==> src/hdl/asl_pkg.sv <==
// ----------------------------------------------------------------------------
// asl_pkg: shared types, constants and decode functions
// Token kinds, character codes, lexer modes and the result record used by
// the source lexer core, its output queue and the top level.
// ----------------------------------------------------------------------------
`timescale 1ns / 1ps
`default_nettype none

package asl_pkg;

  localparam int OFFSET_BITS = 24;
  localparam int LINE_BITS   = 16;
  localparam int COL_BITS    = 16;
  localparam int LEN_BITS    = 12;
  localparam int KIND_BITS   = 6;
  localparam int QUEUE_DEPTH = 4;
  localparam int PTR_BITS    = $clog2(QUEUE_DEPTH);

  typedef logic [KIND_BITS-1:0]   kind_t;
  typedef logic [OFFSET_BITS-1:0] offset_t;
  typedef logic [LINE_BITS-1:0]   line_t;
  typedef logic [COL_BITS-1:0]    col_t;
  typedef logic [LEN_BITS-1:0]    len_t;

  localparam kind_t KIND_NONE        = 6'd0;
  localparam kind_t KIND_WORD        = 6'd1;
  localparam kind_t KIND_NUMBER      = 6'd2;
  localparam kind_t KIND_STRING_DB   = 6'd3;
  localparam kind_t KIND_STRING_SG   = 6'd4;
  localparam kind_t KIND_RBRAC_O     = 6'd5;
  localparam kind_t KIND_RBRAC_C     = 6'd6;
  localparam kind_t KIND_CBRAC_O     = 6'd7;
  localparam kind_t KIND_CBRAC_C     = 6'd8;
  localparam kind_t KIND_SBRAC_O     = 6'd9;
  localparam kind_t KIND_SBRAC_C     = 6'd10;
  localparam kind_t KIND_MACRO_O     = 6'd11;
  localparam kind_t KIND_MACRO_C     = 6'd12;
  localparam kind_t KIND_NEWLINE     = 6'd14;
  localparam kind_t KIND_HASH        = 6'd15;
  localparam kind_t KIND_COLON       = 6'd16;
  localparam kind_t KIND_PLUS        = 6'd17;
  localparam kind_t KIND_MINUS       = 6'd18;
  localparam kind_t KIND_SLASH       = 6'd19;
  localparam kind_t KIND_BITSHIFT_L  = 6'd20;
  localparam kind_t KIND_BITSHIFT_R  = 6'd21;
  localparam kind_t KIND_BITW_OR     = 6'd22;
  localparam kind_t KIND_BITW_AND    = 6'd23;
  localparam kind_t KIND_BITW_XOR    = 6'd24;
  localparam kind_t KIND_BSLASH      = 6'd25;
  localparam kind_t KIND_ASTERISK    = 6'd26;
  localparam kind_t KIND_QUEST       = 6'd27;
  localparam kind_t KIND_EXCLA       = 6'd28;
  localparam kind_t KIND_DOT         = 6'd29;
  localparam kind_t KIND_COMMA       = 6'd30;
  localparam kind_t KIND_RANGE       = 6'd31;
  localparam kind_t KIND_DOLLAR      = 6'd32;
  localparam kind_t KIND_SMALLER     = 6'd33;
  localparam kind_t KIND_GREATER     = 6'd34;
  localparam kind_t KIND_EQ_SMALLER  = 6'd35;
  localparam kind_t KIND_EQ_GREATER  = 6'd36;
  localparam kind_t KIND_EOT         = 6'd37;

  localparam logic [7:0] CH_LF       = 8'h0A;
  localparam logic [7:0] CH_EXCLA    = 8'h21;
  localparam logic [7:0] CH_DQUOTE   = 8'h22;
  localparam logic [7:0] CH_HASH     = 8'h23;
  localparam logic [7:0] CH_DOLLAR   = 8'h24;
  localparam logic [7:0] CH_AMP      = 8'h26;
  localparam logic [7:0] CH_SQUOTE   = 8'h27;
  localparam logic [7:0] CH_LPAREN   = 8'h28;
  localparam logic [7:0] CH_RPAREN   = 8'h29;
  localparam logic [7:0] CH_STAR     = 8'h2A;
  localparam logic [7:0] CH_PLUS     = 8'h2B;
  localparam logic [7:0] CH_COMMA    = 8'h2C;
  localparam logic [7:0] CH_MINUS    = 8'h2D;
  localparam logic [7:0] CH_DOT      = 8'h2E;
  localparam logic [7:0] CH_SLASH    = 8'h2F;
  localparam logic [7:0] CH_DIGIT_0  = 8'h30;
  localparam logic [7:0] CH_DIGIT_9  = 8'h39;
  localparam logic [7:0] CH_COLON    = 8'h3A;
  localparam logic [7:0] CH_SEMI     = 8'h3B;
  localparam logic [7:0] CH_LESS     = 8'h3C;
  localparam logic [7:0] CH_EQUAL    = 8'h3D;
  localparam logic [7:0] CH_GREATER  = 8'h3E;
  localparam logic [7:0] CH_QUEST    = 8'h3F;
  localparam logic [7:0] CH_UPPER_A  = 8'h41;
  localparam logic [7:0] CH_UPPER_Z  = 8'h5A;
  localparam logic [7:0] CH_LBRACK   = 8'h5B;
  localparam logic [7:0] CH_BSLASH   = 8'h5C;
  localparam logic [7:0] CH_RBRACK   = 8'h5D;
  localparam logic [7:0] CH_CARET    = 8'h5E;
  localparam logic [7:0] CH_UNDER    = 8'h5F;
  localparam logic [7:0] CH_LOWER_A  = 8'h61;
  localparam logic [7:0] CH_LOWER_B  = 8'h62;
  localparam logic [7:0] CH_LOWER_F  = 8'h66;
  localparam logic [7:0] CH_LOWER_X  = 8'h78;
  localparam logic [7:0] CH_LOWER_Z  = 8'h7A;
  localparam logic [7:0] CH_LBRACE   = 8'h7B;
  localparam logic [7:0] CH_PIPE     = 8'h7C;
  localparam logic [7:0] CH_RBRACE   = 8'h7D;

  typedef enum logic [2:0] {
    MODE_IDLE,
    MODE_WORD,
    MODE_NUMBER,
    MODE_STRING,
    MODE_HOLD,
    MODE_COMMENT
  } mode_t;

  typedef struct packed {
    kind_t   kind;
    offset_t start_offset;
    line_t   line_no;
    col_t    column;
    len_t    length;
    logic    error;
    logic    last;
  } result_t;

  typedef struct packed {
    logic    a_valid;
    result_t a;
    logic    b_valid;
    result_t b;
  } push_t;

  function automatic logic is_digit(input logic [7:0] c);
    return (c >= CH_DIGIT_0) && (c <= CH_DIGIT_9);
  endfunction

  function automatic logic is_letter(input logic [7:0] c);
    return ((c >= CH_UPPER_A) && (c <= CH_UPPER_Z)) ||
           ((c >= CH_LOWER_A) && (c <= CH_LOWER_Z));
  endfunction

  function automatic logic is_num_tail(input logic [7:0] c);
    return is_digit(c) || ((c >= CH_LOWER_A) && (c <= CH_LOWER_F)) ||
           (c == CH_LOWER_X) || (c == CH_LOWER_B);
  endfunction

  function automatic logic is_hold_lead(input logic [7:0] c);
    return (c == CH_SLASH) || (c == CH_LESS) || (c == CH_GREATER) ||
           (c == CH_HASH) || (c == CH_COLON);
  endfunction

  function automatic kind_t single_kind(input logic [7:0] c);
    kind_t k;
    case (c)
      CH_LPAREN:  k = KIND_RBRAC_O;
      CH_RPAREN:  k = KIND_RBRAC_C;
      CH_LBRACE:  k = KIND_CBRAC_O;
      CH_RBRACE:  k = KIND_CBRAC_C;
      CH_LBRACK:  k = KIND_SBRAC_O;
      CH_RBRACK:  k = KIND_SBRAC_C;
      CH_HASH:    k = KIND_HASH;
      CH_COLON:   k = KIND_COLON;
      CH_PLUS:    k = KIND_PLUS;
      CH_MINUS:   k = KIND_MINUS;
      CH_SLASH:   k = KIND_SLASH;
      CH_PIPE:    k = KIND_BITW_OR;
      CH_AMP:     k = KIND_BITW_AND;
      CH_CARET:   k = KIND_BITW_XOR;
      CH_BSLASH:  k = KIND_BSLASH;
      CH_STAR:    k = KIND_ASTERISK;
      CH_QUEST:   k = KIND_QUEST;
      CH_EXCLA:   k = KIND_EXCLA;
      CH_DOT:     k = KIND_DOT;
      CH_COMMA:   k = KIND_COMMA;
      CH_DOLLAR:  k = KIND_DOLLAR;
      CH_LESS:    k = KIND_SMALLER;
      CH_GREATER: k = KIND_GREATER;
      default:    k = KIND_NONE;
    endcase
    return k;
  endfunction

  function automatic kind_t pair_kind(input logic [7:0] h, input logic [7:0] c);
    kind_t k;
    k = KIND_NONE;
    if (h == CH_LESS && c == CH_LESS) k = KIND_BITSHIFT_L;
    else if (h == CH_LESS && c == CH_HASH) k = KIND_MACRO_O;
    else if (h == CH_LESS && c == CH_EQUAL) k = KIND_EQ_SMALLER;
    else if (h == CH_GREATER && c == CH_GREATER) k = KIND_BITSHIFT_R;
    else if (h == CH_GREATER && c == CH_EQUAL) k = KIND_EQ_GREATER;
    else if (h == CH_HASH && c == CH_GREATER) k = KIND_MACRO_C;
    else if (h == CH_COLON && c == CH_COLON) k = KIND_RANGE;
    return k;
  endfunction

  function automatic offset_t inc_offset(input offset_t v);
    return (v == '1) ? v : v + OFFSET_BITS'(1);
  endfunction

  function automatic line_t inc_line(input line_t v);
    return (v == '1) ? v : v + LINE_BITS'(1);
  endfunction

  function automatic col_t inc_col(input col_t v);
    return (v == '1) ? v : v + COL_BITS'(1);
  endfunction

  function automatic len_t inc_len(input len_t v);
    return (v == '1) ? v : v + LEN_BITS'(1);
  endfunction

endpackage

`default_nettype wire

==> src/hdl/asl_core.sv <==
// ----------------------------------------------------------------------------
// asl_core: lexer state and per-byte decode
// Holds the scan mode, the pending token and the source position, and turns
// one registered request into at most two result records per cycle.
// ----------------------------------------------------------------------------
`timescale 1ns / 1ps
`default_nettype none

module asl_core (
  input  wire logic          clk,
  input  wire logic          rst,
  input  wire logic          fire,
  input  wire logic [7:0]    byte_in,
  input  wire logic          at_end,
  output asl_pkg::push_t     push
);
  import asl_pkg::*;

  mode_t   mode, mode_next;
  logic [7:0] held_char, held_char_next;
  line_t   cur_line, cur_line_next;
  col_t    cur_column, cur_column_next;
  offset_t cur_offset, cur_offset_next;
  offset_t tok_offset, tok_offset_next;
  line_t   tok_line, tok_line_next;
  col_t    tok_column, tok_column_next;
  len_t    tok_length, tok_length_next;
  logic    last_was_newline, last_was_newline_next;
  logic    prev_backslash, prev_backslash_next;
  logic    halted, halted_next;

  logic    act;
  mode_t   fresh_mode;
  kind_t   fresh_kind;
  kind_t   str_kind;
  kind_t   hold_pair;
  logic    a_valid, a_err;
  kind_t   a_kind;
  len_t    a_len;
  logic    do_fresh, len_step, go_idle, go_comment, go_halt;
  logic    eot, fresh_emit;

  assign act      = fire && !halted;
  assign str_kind = (held_char == CH_DQUOTE) ? KIND_STRING_DB : KIND_STRING_SG;
  assign hold_pair = pair_kind(held_char, byte_in);

  // classify a byte that starts a new token
  always_comb begin
    fresh_mode = MODE_IDLE;
    fresh_kind = KIND_NONE;
    if (is_hold_lead(byte_in)) begin
      fresh_mode = MODE_HOLD;
    end else if (byte_in == CH_LF || byte_in == CH_SEMI) begin
      fresh_kind = KIND_NEWLINE;
    end else if (is_digit(byte_in)) begin
      fresh_mode = MODE_NUMBER;
    end else if (byte_in == CH_DQUOTE || byte_in == CH_SQUOTE) begin
      fresh_mode = MODE_STRING;
    end else if (is_letter(byte_in) || byte_in == CH_UNDER) begin
      fresh_mode = MODE_WORD;
    end else begin
      fresh_kind = single_kind(byte_in);
    end
  end

  // decide what the current mode does with this request
  always_comb begin
    a_valid    = 1'b0;
    a_err      = 1'b0;
    a_kind     = KIND_NONE;
    a_len      = tok_length;
    do_fresh   = 1'b0;
    len_step   = 1'b0;
    go_idle    = 1'b0;
    go_comment = 1'b0;
    go_halt    = 1'b0;
    if (act && at_end) begin
      case (mode)
        MODE_WORD: begin
          a_valid = 1'b1;
          a_kind  = KIND_WORD;
        end
        MODE_NUMBER: begin
          a_valid = 1'b1;
          a_kind  = KIND_NUMBER;
        end
        MODE_HOLD: begin
          a_valid = 1'b1;
          a_kind  = single_kind(held_char);
          a_len   = LEN_BITS'(1);
        end
        MODE_STRING: begin
          a_valid = 1'b1;
          a_kind  = str_kind;
          a_err   = 1'b1;
          go_halt = 1'b1;
        end
        default: begin
        end
      endcase
    end else if (act) begin
      case (mode)
        MODE_COMMENT: begin
          do_fresh = (byte_in == CH_LF);
        end
        MODE_WORD: begin
          if (is_letter(byte_in) || is_digit(byte_in) || byte_in == CH_UNDER) begin
            len_step = 1'b1;
          end else begin
            a_valid  = 1'b1;
            a_kind   = KIND_WORD;
            do_fresh = 1'b1;
          end
        end
        MODE_NUMBER: begin
          if (is_num_tail(byte_in)) begin
            len_step = 1'b1;
          end else begin
            a_valid  = 1'b1;
            a_kind   = KIND_NUMBER;
            do_fresh = 1'b1;
          end
        end
        MODE_STRING: begin
          if (byte_in == held_char && !prev_backslash) begin
            a_valid = 1'b1;
            a_kind  = str_kind;
            go_idle = 1'b1;
          end else if (byte_in == CH_LF) begin
            a_valid = 1'b1;
            a_kind  = str_kind;
            a_err   = 1'b1;
            go_halt = 1'b1;
          end else begin
            len_step = 1'b1;
          end
        end
        MODE_HOLD: begin
          if (held_char == CH_SLASH && byte_in == CH_SLASH) begin
            go_comment = 1'b1;
          end else if (hold_pair != KIND_NONE) begin
            a_valid = 1'b1;
            a_kind  = hold_pair;
            a_len   = LEN_BITS'(2);
            go_idle = 1'b1;
          end else begin
            a_valid  = 1'b1;
            a_kind   = single_kind(held_char);
            a_len    = LEN_BITS'(1);
            do_fresh = 1'b1;
          end
        end
        default: begin
          do_fresh = 1'b1;
        end
      endcase
    end
  end

  assign eot = act && at_end && !go_halt;
  assign fresh_emit = do_fresh && (fresh_kind != KIND_NONE) &&
                      !(fresh_kind == KIND_NEWLINE && last_was_newline && !a_valid);

  // next state
  always_comb begin
    mode_next             = mode;
    held_char_next        = held_char;
    cur_line_next         = cur_line;
    cur_column_next       = cur_column;
    cur_offset_next       = cur_offset;
    tok_offset_next       = tok_offset;
    tok_line_next         = tok_line;
    tok_column_next       = tok_column;
    tok_length_next       = tok_length;
    last_was_newline_next = last_was_newline;
    prev_backslash_next   = prev_backslash;
    halted_next           = halted;
    if (go_halt) begin
      halted_next = 1'b1;
      mode_next   = MODE_IDLE;
    end else if (eot) begin
      mode_next             = MODE_IDLE;
      held_char_next        = 8'd0;
      cur_line_next         = LINE_BITS'(1);
      cur_column_next       = '0;
      cur_offset_next       = '0;
      tok_offset_next       = '0;
      tok_line_next         = LINE_BITS'(1);
      tok_column_next       = '0;
      tok_length_next       = '0;
      last_was_newline_next = 1'b0;
      prev_backslash_next   = 1'b0;
    end else if (act) begin
      if (len_step) begin
        tok_length_next = inc_len(tok_length);
        if (mode == MODE_STRING) begin
          prev_backslash_next = (byte_in == CH_BSLASH);
        end
      end
      if (go_idle) begin
        mode_next = MODE_IDLE;
      end
      if (go_comment) begin
        mode_next = MODE_COMMENT;
      end
      if (do_fresh) begin
        mode_next       = fresh_mode;
        tok_offset_next = cur_offset;
        tok_line_next   = cur_line;
        tok_column_next = cur_column;
        tok_length_next = LEN_BITS'(1);
        if (fresh_mode == MODE_HOLD) begin
          held_char_next = byte_in;
        end
        if (fresh_mode == MODE_STRING) begin
          held_char_next      = byte_in;
          tok_offset_next     = inc_offset(cur_offset);
          tok_length_next     = '0;
          prev_backslash_next = 1'b0;
        end
      end
      if (fresh_emit) begin
        last_was_newline_next = (fresh_kind == KIND_NEWLINE);
      end else if (a_valid) begin
        last_was_newline_next = 1'b0;
      end
      cur_offset_next = inc_offset(cur_offset);
      if (byte_in == CH_LF) begin
        cur_line_next   = inc_line(cur_line);
        cur_column_next = '0;
      end else begin
        cur_column_next = inc_col(cur_column);
      end
    end
  end

  // result records
  always_comb begin
    push.a_valid        = a_valid;
    push.a.kind         = a_kind;
    push.a.start_offset = tok_offset;
    push.a.line_no      = tok_line;
    push.a.column       = tok_column;
    push.a.length       = a_len;
    push.a.error        = a_err;
    push.a.last         = 1'b0;
    push.b_valid        = eot || fresh_emit;
    push.b.kind         = eot ? KIND_EOT : fresh_kind;
    push.b.start_offset = cur_offset;
    push.b.line_no      = cur_line;
    push.b.column       = cur_column;
    push.b.length       = eot ? '0 : LEN_BITS'(1);
    push.b.error        = 1'b0;
    push.b.last         = eot;
  end

  always_ff @(posedge clk) begin
    if (rst) begin
      mode             <= MODE_IDLE;
      held_char        <= 8'd0;
      cur_line         <= LINE_BITS'(1);
      cur_column       <= '0;
      cur_offset       <= '0;
      tok_offset       <= '0;
      tok_line         <= LINE_BITS'(1);
      tok_column       <= '0;
      tok_length       <= '0;
      last_was_newline <= 1'b0;
      prev_backslash   <= 1'b0;
      halted           <= 1'b0;
    end else begin
      mode             <= mode_next;
      held_char        <= held_char_next;
      cur_line         <= cur_line_next;
      cur_column       <= cur_column_next;
      cur_offset       <= cur_offset_next;
      tok_offset       <= tok_offset_next;
      tok_line         <= tok_line_next;
      tok_column       <= tok_column_next;
      tok_length       <= tok_length_next;
      last_was_newline <= last_was_newline_next;
      prev_backslash   <= prev_backslash_next;
      halted           <= halted_next;
    end
  end

endmodule

`default_nettype wire

==> src/hdl/asl_queue.sv <==
// ----------------------------------------------------------------------------
// asl_queue: result queue
// Small circular buffer that takes up to two result records per cycle and
// presents one at a time on the output channel.
// ----------------------------------------------------------------------------
`timescale 1ns / 1ps
`default_nettype none

module asl_queue (
  input  wire logic          clk,
  input  wire logic          rst,
  input  wire asl_pkg::push_t push,
  input  wire logic          pop,
  output logic               room2,
  output logic               not_empty,
  output asl_pkg::result_t   head_data
);
  import asl_pkg::*;

  result_t                entries [QUEUE_DEPTH];
  logic [PTR_BITS-1:0]    head, head_next;
  logic [PTR_BITS-1:0]    tail, tail_next;
  logic [PTR_BITS:0]      count, count_next;
  logic [PTR_BITS-1:0]    tail_plus1;
  logic [PTR_BITS:0]      n_push;

  assign tail_plus1 = tail + PTR_BITS'(1);
  assign n_push     = (PTR_BITS+1)'(push.a_valid) + (PTR_BITS+1)'(push.b_valid);
  assign room2      = count <= (PTR_BITS+1)'(QUEUE_DEPTH - 2);
  assign not_empty  = count != '0;
  assign head_data  = entries[head];

  always_comb begin
    head_next  = pop ? head + PTR_BITS'(1) : head;
    tail_next  = tail + n_push[PTR_BITS-1:0];
    count_next = count + n_push - (PTR_BITS+1)'(pop);
  end

  always_ff @(posedge clk) begin
    if (push.a_valid) begin
      entries[tail] <= push.a;
      if (push.b_valid) begin
        entries[tail_plus1] <= push.b;
      end
    end else if (push.b_valid) begin
      entries[tail] <= push.b;
    end
  end

  always_ff @(posedge clk) begin
    if (rst) begin
      head  <= '0;
      tail  <= '0;
      count <= '0;
    end else begin
      head  <= head_next;
      tail  <= tail_next;
      count <= count_next;
    end
  end

endmodule

`default_nettype wire

==> src/hdl/assembler_source_lexer.sv <==
// A taken byte is held in a request register; its tokens then enter the queue.
// Throughput: one source byte per cycle while the output channel keeps up;
// a byte yields zero, one or two tokens, buffered in a four-entry queue.
// Input stalls only when the queue cannot take two more tokens.
// Reset (rst, synchronous): position line 1 column 0, queue empty, halt cleared.
// ----------------------------------------------------------------------------
// assembler_source_lexer: assembler source tokenizer
// Scans a byte stream and emits word, number, string, punctuation, newline
// and end-of-text tokens with offset, line, column and length.
// ----------------------------------------------------------------------------
`timescale 1ns / 1ps
`default_nettype none

module assembler_source_lexer (
  input  wire logic                             clk,
  input  wire logic                             rst,
  input  wire logic                             in_valid,
  output logic                                  in_stall,
  input  wire logic [7:0]                       byte_in,
  input  wire logic                             at_end,
  output logic                                  out_valid,
  input  wire logic                             out_stall,
  output logic [asl_pkg::KIND_BITS-1:0]         kind,
  output logic [asl_pkg::OFFSET_BITS-1:0]       start_offset,
  output logic [asl_pkg::LINE_BITS-1:0]         line_no,
  output logic [asl_pkg::COL_BITS-1:0]          column,
  output logic [asl_pkg::LEN_BITS-1:0]          length,
  output logic                                  error,
  output logic                                  last
);
  import asl_pkg::*;

  logic       req_valid;
  logic [7:0] req_byte;
  logic       req_end;
  logic       accept;
  logic       fire;
  logic       room2;
  logic       pop;
  push_t      push;
  result_t    head_data;

  assign fire     = req_valid && room2;
  assign in_stall = req_valid && !room2;
  assign accept   = in_valid && !in_stall;
  assign pop      = out_valid && !out_stall;

  always_ff @(posedge clk) begin
    if (rst) begin
      req_valid <= 1'b0;
    end else if (accept) begin
      req_valid <= 1'b1;
    end else if (fire) begin
      req_valid <= 1'b0;
    end
  end

  always_ff @(posedge clk) begin
    if (accept) begin
      req_byte <= byte_in;
      req_end  <= at_end;
    end
  end

  asl_core u_core (
    .clk     (clk),
    .rst     (rst),
    .fire    (fire),
    .byte_in (req_byte),
    .at_end  (req_end),
    .push    (push)
  );

  asl_queue u_queue (
    .clk       (clk),
    .rst       (rst),
    .push      (push),
    .pop       (pop),
    .room2     (room2),
    .not_empty (out_valid),
    .head_data (head_data)
  );

  assign kind         = head_data.kind;
  assign start_offset = head_data.start_offset;
  assign line_no      = head_data.line_no;
  assign column       = head_data.column;
  assign length       = head_data.length;
  assign error        = head_data.error;
  assign last         = head_data.last;

`ifndef NO_ASSERTIONS
  a_stall_needs_backlog: assert property (@(posedge clk) disable iff (rst)
    in_stall |-> out_valid)
    else $error("input stalled with an empty result queue");

  a_error_is_final: assert property (@(posedge clk) disable iff (rst)
    (out_valid && !out_stall && error) |=> !out_valid)
    else $error("result delivered after an unterminated string");

  a_last_is_eot: assert property (@(posedge clk) disable iff (rst)
    (out_valid && last) |-> (kind == KIND_EOT && !error))
    else $error("end-of-tokens flag on a wrong result");
`endif

endmodule

`default_nettype wire
==> config.mk <==
export PLATFORM = sky130hd
export DESIGN_NAME = assembler_source_lexer
export DESIGN_NICKNAME = d
export VERILOG_FILES = /design/src/hdl/asl_pkg.sv /design/src/hdl/asl_core.sv /design/src/hdl/asl_queue.sv /design/src/hdl/assembler_source_lexer.sv
export SDC_FILE = /design/constraint.sdc
export NUM_CORES = 1
export LEC_CHECK = 0
export BUFFER_PORTS_ARGS = -buffer_cell sky130_fd_sc_hd__buf_2
export CAP_MARGIN = 20
export CORE_MARGIN = 1
export CORE_UTILIZATION = 62
export DETAILED_ROUTE_END_ITERATION = 16
export GPL_TIMING_DRIVEN = 0
export HOLD_SLACK_MARGIN = 0.15
export PLACE_DENSITY = 0.88
export SLEW_MARGIN = 20
export SYNTH_ARGS = -nofsm -noshare
export SYNTH_HDL_FRONTEND = slang
export SYNTH_HIERARCHICAL = 1
export SYNTH_SLANG_ARGS = --single-unit
==> constraint.sdc <==
create_clock -name clk -period 18.7 [get_ports clk]
set_input_delay 1.87 -clock clk [delete_from_list [all_inputs] [get_ports clk]]
set_output_delay 1.87 -clock clk [all_outputs]
set_load 0.01 [all_outputs]
==> summary.txt <==
Status
  – Outcome: finished clean

Yosys
  – Fraction of the yosys area taken by sequential cells: 0.4872
  – Number of unique standard cell types used by synthesis: 101
  – Largest family of logic cells by synthesized area: compound AO/OA/AOI/OAI gates
  – Synthesized-area fraction occupied by ao, oa, aoi and oai cells: 0.1846
  – Prevailing post-synth register cell: sky130_fd_sc_hd__edfxtp_1
  – Async set-reset flop share out of synthesis: 0
  – EDFF count, synth: 313
  – Mapped Avg Cell Area: about 11 sq um
  – Simple-gate area share of the yosys netlist: 0.1708
  – Xor/xnor cell area share of the yosys netlist: 0.02367
  – Netlist area before placement: about 0.025 sq mm
  – Proportion of synthesized area in mux cells: 0.07274
  – Mapped Cells: roughly 2300
  – Number of synthesis warnings: 6
  – Adder-cell share of the synthesized area: 0.005227
  – Flip-flop and latch count after synthesis: roughly 460

STA
  – Crit path time final: 5.497 ns
  – Worst clock skew: approximately 0.028 ns
  – Worst-margin pin slew: about 1.3 ns
  – Number of failing hold endpoints at the final stage: 0
  – Final setup violation count: 0
  – Hold WS: roughly 0.48 ns
  – Unrepaired setup endpoints after global routing: no
  – Slew Limit Headroom: 0.1625
  – TNS Setup: 0 ns
  – Crit share post-route: 0.2940
  – Fin. max-slew vios: 0
  – Upper clock frequency limit: 181.9 MHz

Floorplan
  – Width of the chip: 204.3 um
  – Area of the core: 0.04001 sq mm
  – Number of top-level pins: a little over 90
  – Die Footprint: 0.04174 sq mm
  – Height of the chip: 204.3 um
  – Initial cell density of the core: 0.6342
  – Cell row count: 73

Critical path
  – CP Class: flip-flop to flip-flop
  – Crit Reg-Reg Endpoint: u_queue/entries[3][42]$_DFFE_PP_
  – Type of origin of the critical path: flip-flop
  – Required time of the worst setup path: ~19 ns
  – Startpoint of the worst register-to-register path: req_byte[5]$_DFFE_PP_
  – Register-to-register setup slack: ~13 ns
  – Worst Path Arrival: 5.78 ns
  – Cell depth of the worst flop-to-flop path: 17
  – Endpoint type of the worst setup path: flip-flop
  – Max Fanout on Critical Path: 20

Clock network
  – Number of resized instances in the post-cts repair step: 0
  – Number of sinks handled by clock tree synthesis: about 460
  – Number of buffers created by CTS: 47
  – Cell chosen for the clock root: sky130_fd_sc_hd__clkbuf_16
  – Deepest level of the CTS H-tree: 2
  – Number of buffers inserted by post-CTS setup repair: 0
  – CTS tree: built
  – Clock transition at the registers of the reported paths: about 0.070 ns
  – Cts-stage hold buffer count: 0
  – Source-to-sink clock delay at the later pin of the worst-skew pair: approximately 0.60 ns
  – Maximum clock path buffer count: 3

Final layout
  – Ratio of cells with drive above 1 in the final layout: 0.1918
  – Utilization of the core after routing: 0.7100
  – Most common library cell in the layout ignoring fill and taps: sky130_fd_sc_hd__edfxtp_1
  – Number of nets in the layout: approximately 2500
  – Top library cells by usage in the layout, fill and taps aside: sky130_fd_sc_hd__edfxtp_1, sky130_fd_sc_hd__nand2_1, sky130_fd_sc_hd__o221ai_1, sky130_fd_sc_hd__buf_2, sky130_fd_sc_hd__nand2b_1
  – Growth of design area from synthesis to finish: 11.94%

Detailed routing
  – Vias after detailed routing: around 22000
  – Routed Wire Length: around 80000 um
  – Wire length per cell: 26.40 um
  – Total DRC errors in the routed layout: 0
  – First-pass DRT Iterations: 7
  – Number of DRC violations after detailed-routing iteration 0: 3336
  – Count of antenna-violating nets left after detailed routing: 0
  – Average via count per standard cell: 7.315

Placement
  – Global placer's final weighted congestion: 0.9395
  – Placed wire-length estimate: about 53000 um
  – Total of buffers placed on input and output ports: 90

Run
  – Maximum Capacitance Violations: 0

Worst hold path
  – Classification of the worst-slack hold path: flip-flop to flip-flop
  – Worst hold path endpoint: u_core/tok_line[5]$_SDFFE_PP0P_
  – Startpoint of the worst hold path: u_core/tok_line[5]$_SDFFE_PP0P_
  – Instance count along the most critical hold path: 1

Pwr
  – Worst vdd ir: just under 0.07 mV
  – PwrDens: ~97 mW/mm^2
  – Leakage: roughly 9.3 nW
  – Total power: 0.002746 W

GRT
  – Global-route wire length before repair: 121100 um
  – Initial antenna violation count: 2
  – Number of global-route vias before repair: roughly 21000
  – GRT overflow: 0
  – Maximum number of pins on one net before global-route repair: 43
  – All-layer global routing usage: 0.3785
==> cell families after synthesis <==
kind of cell             count (synthesis)
multiplexers                            89
other                                    1
AND/OR/NAND/NOR                        821
buffers and inverters                  242
flip-flops                             461
adder cells (fa/ha/maj)                 10
XOR/XNOR                                67
AO/OA/AOI/OAI                          576
==> power by group <==
group	internal [W]	leakage, nW	switching (W)
combinational	0.000261	4.55	0.000358
clock	0.000568	0.749	0.000398
sequential	0.00114	4.01	0.0000237
==> Yosys cell counts (30+ instances only) <==
cell type                   count  area share
sky130_fd_sc_hd__o221ai_1     199       0.069
sky130_fd_sc_hd__dfxtp_1      148        0.12
sky130_fd_sc_hd__o221ai_2      30       0.018
sky130_fd_sc_hd__xor2_1        37       0.013
sky130_fd_sc_hd__a21oi_1       67       0.013
sky130_fd_sc_hd__mux4_2        76       0.067
sky130_fd_sc_hd__nand2_1      233       0.034
sky130_fd_sc_hd__a22o_1        30       0.010
sky130_fd_sc_hd__nor3_1        36      0.0071
sky130_fd_sc_hd__nand3_1       67       0.013
sky130_fd_sc_hd__nand2b_1     169       0.042
sky130_fd_sc_hd__o21ai_0       64       0.013
sky130_fd_sc_hd__clkbuf_1      58      0.0086
sky130_fd_sc_hd__buf_4         31      0.0092
sky130_fd_sc_hd__buf_2         92       0.018
sky130_fd_sc_hd__nor2_1       137       0.020
sky130_fd_sc_hd__edfxtp_1     313        0.37
sky130_fd_sc_hd__o2bb2ai_1     76       0.026
==> worst max path at each step <==
| stage | from | endpoint | slack (ns) | cells past startpoint |
|---|---|---|---|---|
| 4_1_cts | u_queue/count[0]$_SDFF_PP0_ | u_queue/entries[3][42]$_DFFE_PP_ | 13.36 | 19 |
| 5_1_grt | req_byte[5]$_DFFE_PP_ | u_queue/entries[3][39]$_DFFE_PP_ | 12.95 | 18 |
| 2_1_floorplan | req_byte[4]$_DFFE_PP_ | u_queue/entries[3][0]$_DFFE_PP_ | 9.65 | 16 |
| 6_report | req_byte[5]$_DFFE_PP_ | u_queue/entries[3][42]$_DFFE_PP_ | 13.20 | 17 |
| 3_5_place_dp | u_queue/count[0]$_SDFF_PP0_ | u_queue/entries[3][43]$_DFFE_PP_ | 13.40 | 19 |
| 3_3_place_gp | u_queue/count[0]$_SDFF_PP0_ | u_queue/entries[3][43]$_DFFE_PP_ | 4.18 | 16 |
==> worst max-delay path, stage by stage (launching register included) <==
cell and delay, ns:
sky130_fd_sc_hd__edfxtp_1 0.49, sky130_fd_sc_hd__or4_4 0.57, sky130_fd_sc_hd__nor4_4 0.54, sky130_fd_sc_hd__nand2_1 0.11, sky130_fd_sc_hd__a31oi_1 0.42, sky130_fd_sc_hd__a2bb2oi_4 0.16
sky130_fd_sc_hd__a31oi_1 0.44, sky130_fd_sc_hd__o21ai_0 0.16, sky130_fd_sc_hd__nand2_1 0.14, sky130_fd_sc_hd__ha_1 0.17, sky130_fd_sc_hd__buf_2 0.20, sky130_fd_sc_hd__nand2b_1 0.07
sky130_fd_sc_hd__buf_2 0.23, sky130_fd_sc_hd__buf_2 0.27, sky130_fd_sc_hd__a21boi_4 0.54, sky130_fd_sc_hd__buf_16 0.24, sky130_fd_sc_hd__buf_16 0.18, sky130_fd_sc_hd__buf_16 0.20
==> metal layers <==
| layer | share of wire | wire (um) | track usage |
|---|---|---|---|
| met1 | 0.34 | 26870 | 0.4742 |
| met2 | 0.45 | 35670 | 0.5962 |
| met3 | 0.14 | 11190 | 0.09869 |
| met4 | 0.066 | 5226 | 0.2132 |
| met5 | 0.00011 | 9 | 0 |
==> metrics by stage <==
| stage | cells | setup slack (ns) | area [sq um] |
|---|---|---|---|
| 3_3_place_gp | 2894 | 4.180 | 26530 |
| 4_1_cts | 2991 | 13.36 | 28400 |
| 3_5_place_dp | 2905 | 13.40 | 26840 |
| 2_1_floorplan | 2279 | 9.653 | 25420 |
| 6_report | 2992 | 13.20 | 28400 |
| 5_1_grt | 2991 | 12.95 | 28400 |
==> registers in the layout, summed over array words and instances (netlist names), 2 cells and up, named ones only <==
register           count
u_core/cur_offset     24
req_byte               8
u_core/mode            3
u_core/tok_column     16
u_queue/head           2
u_queue/tail           2
u_queue/entries      304
u_core/tok_length     12
u_queue/count          3
u_core/tok_line       16
u_core/cur_column     16
u_core/cur_line       16
u_core/tok_offset     24
u_core/held_char       8
==> final cells by class <==
cell class              count  area (sq um)
diodes                      1         2.502
plain buffers             220          1326
clock buffers              71          1353
clock inverters            15         207.7
fillers                  2642         11600
inverters                  22         83.83
multi-input cells        1576         11680
flip-flops and latches    461         12360
well taps                 525         656.9
repair buffers            101         733.2
Power figures use the tool's default switching activity.
